===== src/design/dbwt_pkg.sv =====
`timescale 1ns / 1ps
// ----------------------------------------------------------------------------
// dbwt_pkg
// Shared types, codes and defaults of the dirty block write-back tracker.
// ----------------------------------------------------------------------------
package dbwt_pkg;

    localparam int ENTRY_COUNT_DEF = 64;
    localparam int WORD_WIDTH_DEF  = 64;
    localparam int CMDQ_DEPTH      = 2;

    localparam int OP_W     = 3;
    localparam int INDEX_W  = 6;
    localparam int DATA_W   = 64;
    localparam int SRC_W    = 3;
    localparam int STATUS_W = 3;

    localparam logic [OP_W-1:0] OP_LOAD     = 3'd0;
    localparam logic [OP_W-1:0] OP_UPDATE   = 3'd1;
    localparam logic [OP_W-1:0] OP_ERASE    = 3'd2;
    localparam logic [OP_W-1:0] OP_RETRIEVE = 3'd3;
    localparam logic [OP_W-1:0] OP_DEQUEUE  = 3'd4;

    localparam logic [STATUS_W-1:0] ST_OK        = 3'd0;
    localparam logic [STATUS_W-1:0] ST_NO_CHANGE = 3'd1;
    localparam logic [STATUS_W-1:0] ST_BAD       = 3'd2;
    localparam logic [STATUS_W-1:0] ST_MISSING   = 3'd3;
    localparam logic [STATUS_W-1:0] ST_EMPTY     = 3'd4;

    localparam logic [SRC_W-1:0] SRC_UNDEFINED = 3'd0;

    typedef enum logic [2:0] {
        KIND_LOAD,
        KIND_UPDATE,
        KIND_ERASE,
        KIND_RETRIEVE,
        KIND_DEQUEUE,
        KIND_BAD
    } t_kind;

    typedef struct packed {
        logic from_nv;
        logic enqueued;
        logic meta_dirty;
        logic data_dirty;
        logic valid;
    } t_flags;

    localparam int FLAGS_W = $bits(t_flags);

    typedef struct packed {
        t_kind                kind;
        logic [INDEX_W-1:0]   entry_index;
        logic [DATA_W-1:0]    data;
        logic [SRC_W-1:0]     source;
        logic                 use_nv;
        logic                 load_valid;
        logic                 load_crc_ok;
    } t_cmd;

    typedef struct packed {
        logic [STATUS_W-1:0]  status;
        logic [INDEX_W-1:0]   index;
        logic [DATA_W-1:0]    data;
        logic [SRC_W-1:0]     source;
        logic                 valid;
        logic                 write_data;
    } t_result;

endpackage


===== src/design/dbwt_cmd_queue.sv =====
`timescale 1ns / 1ps
// ----------------------------------------------------------------------------
// dbwt_cmd_queue
// Short command queue between the intake and the table engine.
// ----------------------------------------------------------------------------
module dbwt_cmd_queue #(
    parameter int DEPTH = dbwt_pkg::CMDQ_DEPTH
) (
    input  logic             i_clk,
    input  logic             i_rst_n,
    input  logic             i_push,
    input  dbwt_pkg::t_cmd   i_cmd,
    input  logic             i_pop,
    output dbwt_pkg::t_cmd   o_cmd,
    output logic             o_empty,
    output logic             o_full
);
    import dbwt_pkg::*;

    localparam int PTR_W = $clog2(DEPTH);
    localparam int CNT_W = $clog2(DEPTH + 1);

    t_cmd             r_slot [DEPTH];
    logic [PTR_W-1:0] r_wr_ptr, n_wr_ptr;
    logic [PTR_W-1:0] r_rd_ptr, n_rd_ptr;
    logic [CNT_W-1:0] r_count, n_count;

    assign o_empty = (r_count == '0);
    assign o_full  = (r_count == CNT_W'(DEPTH));
    assign o_cmd   = r_slot[r_rd_ptr];

    always_comb begin
        n_wr_ptr = r_wr_ptr;
        n_rd_ptr = r_rd_ptr;
        n_count  = r_count;
        if (i_push) begin
            n_wr_ptr = (r_wr_ptr == PTR_W'(DEPTH - 1)) ? '0 : r_wr_ptr + 1'b1;
        end
        if (i_pop) begin
            n_rd_ptr = (r_rd_ptr == PTR_W'(DEPTH - 1)) ? '0 : r_rd_ptr + 1'b1;
        end
        if (i_push && !i_pop) begin
            n_count = r_count + 1'b1;
        end else if (i_pop && !i_push) begin
            n_count = r_count - 1'b1;
        end
    end

    always_ff @(posedge i_clk) begin
        if (!i_rst_n) begin
            r_wr_ptr <= '0;
            r_rd_ptr <= '0;
            r_count  <= '0;
        end else begin
            r_wr_ptr <= n_wr_ptr;
            r_rd_ptr <= n_rd_ptr;
            r_count  <= n_count;
        end
    end

    always_ff @(posedge i_clk) begin
        if (i_push) begin
            r_slot[r_wr_ptr] <= i_cmd;
        end
    end

    a_no_overflow: assert property (@(posedge i_clk) disable iff (!i_rst_n)
        o_full |-> !i_push)
        else $error("command queue written while full");

    a_no_underflow: assert property (@(posedge i_clk) disable iff (!i_rst_n)
        o_empty |-> !i_pop)
        else $error("command queue read while empty");

    a_count_step: assert property (@(posedge i_clk) disable iff (!i_rst_n)
        (i_push && !i_pop) |=> r_count == $past(r_count) + 1'b1)
        else $error("command queue count lost a push");
endmodule


===== config.mk =====
export PLATFORM = sky130hd
export DESIGN_NAME = dbwt_cmd_queue
export DESIGN_NICKNAME = d
export VERILOG_FILES = /design/src/design/dbwt_pkg.sv /design/src/design/dbwt_cmd_queue.sv
export SDC_FILE = /design/constraint.sdc
export NUM_CORES = 1
export LEC_CHECK = 0
export ABC_AREA = 0
export BUFFER_PORTS_ARGS = -buffer_cell sky130_fd_sc_hd__buf_2
export CORE_MARGIN = 8
export CORE_UTILIZATION = 50
export DETAILED_ROUTE_END_ITERATION = 12
export PLACE_DENSITY = 0.77
export SLEW_MARGIN = 10
export SYNTH_ARGS = -nofsm -noshare
export SYNTH_HDL_FRONTEND = slang
export SYNTH_SLANG_ARGS = --single-unit

===== constraint.sdc =====
create_clock -name i_clk -period 8.5 [get_ports i_clk]
set_input_delay 0.85 -clock i_clk [delete_from_list [all_inputs] [get_ports i_clk]]
set_output_delay 0.85 -clock i_clk [all_outputs]
set_load 0.05 [all_outputs]

==> impl_metrics.env <==
export IMPL_final_max_slew_violation_count=0
export IMPL_yosysWarningCount=0
export IMPL_critical_path_arrival_ns=2.19
export IMPL_synth_top_cells_by_area="edfxtp_1 80%, mux2_2 13%, mux2_4 2.5%"
export IMPL_clk_pin_slew_ns=0.06
export IMPL_die_height_um=125
export IMPL_synth_distinct_cells=17
export IMPL_dpl_cell_count=570
export IMPL_place_worst_setup_slack_ns=5.86
export IMPL_status="finished, final reports clean"
export IMPL_nFillCells=837
export IMPL_post_synth_top_area_fraction=0.797
export IMPL_type_of_destination_of_the_critical_path="output port"
export IMPL_cts_sink_cnt=163
export IMPL_period_minus_slack_ns=3.04
export IMPL_critPathLaunchType="flip-flop"
export IMPL_totalPowerFinal_mw=1.94
export IMPL_synth_nets=352
export IMPL_power_switching_fraction=0.259
export IMPL_cp_required_ns=7.65
export IMPL_synth_cell_area_um2=5950
export IMPL_clockRootBuffer="clkbuf_16"
export IMPL_power_density_cell_area_nw_per_um2=261
export IMPL_final_hold_viol_count=0
export IMPL_yosys_register_bits=163
export IMPL_syn_mean_instance_area_um2=22.2
export IMPL_p_leak_nw=2.82
export IMPL_final_instance_count_excl_fill=602
export IMPL_numCtsBuffers=17
export IMPL_detail_route_first_pass_iterations=4
export IMPL_grt_setup_unrepaired="no"
export IMPL_floorplan_core_area_um2=11800
export IMPL_viasPerCell=4.98
export IMPL_category_of_the_most_critical_setup_path="reg2out"
export IMPL_synth_largest_area_cell="edfxtp_1"
export IMPL_global_route_wire_length_before_repair_um=17000
export IMPL_fin_crit_share=0.357
export IMPL_power_switching_mw=0.503
export IMPL_final_number_of_setup_violating_endpoints=0
export IMPL_grt_total_usage=0.141
export IMPL_share_of_power_burned_in_the_clock_network=0.360
export IMPL_worst_supply_voltage_drop_on_vdd_mv=0.169
export IMPL_dieWidth_um=125
export IMPL_p_comb_frac=0.149
export IMPL_cts_setup_buffers=0
export IMPL_hold_path_class="reg2reg"
export IMPL_cp_cell_sequence="mux2_2 > buf_2"
export IMPL_totalWireLength_um=10800
export IMPL_cts_hold_buf=0
export IMPL_finalSetupTns_ns=0
export IMPL_p_int_mw=1.44
export IMPL_max_freq_mhz=329
export IMPL_buffers_added_on_ports=163
export IMPL_layout_drive_gt1_share=0.597
export IMPL_post_synthesis_instance_total=268
export IMPL_finalWeightedCongestion=0.676
export IMPL_per_cell_routed_wire_length_um=18.0
export IMPL_nNetsFinal=526
export IMPL_grt_overflow=0
export IMPL_pin_count=164
export IMPL_maximum_number_of_pins_on_one_net_before_global_route_repair=81
export IMPL_max_cap_violations=0
export IMPL_critPathTopFamily="flip-flops"
export IMPL_worst_skew_pair_later_pin_latency_ns=0.41
export IMPL_crit_path_top_delay_cell="dfxtp_4"
export IMPL_power_sequential_fraction=0.491
export IMPL_count_of_standard_cell_rows=40
export IMPL_layout_setup_ws_ns=5.46
export IMPL_slew_headroom=0.268
export IMPL_tritoncts="built"
export IMPL_antenna_left=0
export IMPL_slowest_delay_ns=1.07
export IMPL_via_count_of_the_first_global_routing_pass=3378
export IMPL_cts_max_path_buffers=2
export IMPL_drt_initial_drc_count=197
export IMPL_floorplan_initialDensity=0.504
export IMPL_hpwlAfterDp_um=7010
export IMPL_post_cts_resize_count=0
export IMPL_drc=0
export IMPL_initial_antenna_violation_count=0
export IMPL_worst_slew_pin_transition_ns=1.10
export IMPL_timing_critical_path_buf_inv=1
export IMPL_total_via_count_after_detailed_routing=3000
export IMPL_h_tree_depth=4
export IMPL_fin_skew_ns=0.00503
export IMPL_areaGrowthSynthToFinish_pct=25.4
export IMPL_design_die_area_um2=15700
export IMPL_synth_seq_area_share=0.814
export IMPL_worstPathMaxFanout=79
## cells in the final DEF (no fill, tap or decap)
master,count
buf_2,163
edfxtp_1,158
mux2_2,69
clkbuf_16,17
mux2_4,10
clkinv_1,4
dfxtp_1,4
and2_1,3
clkinvlp_4,3
xor2_1,2
nor2b_1,2
clkinv_2,2
clkbuf_1,2
bufinv_16,2
diode_2,1
inv_1,1
nor2_1,1
and2_4,1
nor2b_4,1
xnor2_1,1
o21a_1,1
o21ai_0,1
or3_1,1
a21boi_1,1
ha_1,1
dfxtp_4,1
clkinv_4,1
buf_4,1
## worst min-delay path, delay by kind of cell (launching register included)
family / cells / cell delay, ns
flops: 1 / 0.32
compound gates: 2 / 0.16
## power groups by stage
stage / Clock [mW] / Sequential [mW] / Combinational (mW)
floorplan: 0 / 0.956 / 0.234
global placement: 0 / 0.970 / 0.289
detailed placement: 0 / 0.972 / 0.292
CTS: 0.715 / 0.956 / 0.293
global route: 0.746 / 0.960 / 0.303
finish: 0.701 / 0.954 / 0.289
## synth_stat cells
master      n
a21boi_1    1
and2_1      4
buf_2       6
buf_6       3
dfxtp_1     5
edfxtp_1  158
ha_1        1
inv_1       1
mux2_2     69
mux2_4     10
nor2_1      1
nor2b_1     3
o21a_1      1
o21ai_0     1
or3_1       1
xnor2_1     1
xor2_1      2
## per-layer routing
layer / wire (um) / global-route usage / share of wire
met5: 0 / 0 / 0
met4: 148 / 0.0645 / 0.014
met3: 673 / 0.0527 / 0.062
met2: 5330 / 0.231 / 0.49
met1: 4670 / 0.161 / 0.43
## per-stage QoR
step                cell area (um^2)  utilization  hold WS [ns]
floorplan                       5950            -         0.466
global placement                6910        0.585         0.477
detailed placement              6910        0.585         0.525
CTS                             7460        0.631         0.532
global route                    7460        0.631         0.566
finish                          7460        0.632         0.531
## kinds of logic (layout without fill, tap and decap cells)
logic type | after synthesis | in the layout | share of synthesized area
adders and majority gates | 1 | 1 | 0.00210
xor gates and xnor gates | 3 | 3 | 0.00442
DFF | 163 | 163 | 0.814
other | 0 | 1 | 0
AOI/OAI and AO/OA | 3 | 3 | 0.00336
and+or+nand+nor | 9 | 9 | 0.00904
muxes | 79 | 79 | 0.156
buffers and inverters | 10 | 196 | 0.0114
## path summary, 6_finish.rpt
kind	startpoint	to	slack, ns	cells after the start
worst max-delay path	flip-flop	o_cmd[70]	5.46	2
worst min-delay path	r_count[1]$_SDFFE_PN0P_	r_count[1]$_SDFFE_PN0P_	0.53	2
worst max register to register	r_wr_ptr$_SDFFE_PN0P_	r_slot[1][10]$_DFFE_PP_	6.76	1
worst min register to register	r_count[1]$_SDFFE_PN0P_	r_count[1]$_SDFFE_PN0P_	0.53	2
## registers in the layout (all words and copies together), names as in the netlist, named ones only
name,flops
r_rd_ptr,1
r_slot,158
r_wr_ptr,1
r_count,2
## final cells by class
cell class | instances | area (um^2) | share of cell area
inverters | 1 | 3.75 | 0.000503
repair buffers | 164 | 823 | 0.110
well taps | 147 | 184 | 0.0247
diodes | 1 | 2.50 | 0.000335
clock buffers | 19 | 433 | 0.0580
flip-flops and latches | 163 | 4850 | 0.650
clock inverters | 12 | 116 | 0.0156
multi-input cells | 95 | 1050 | 0.141
(Power assumes the default switching activity.)
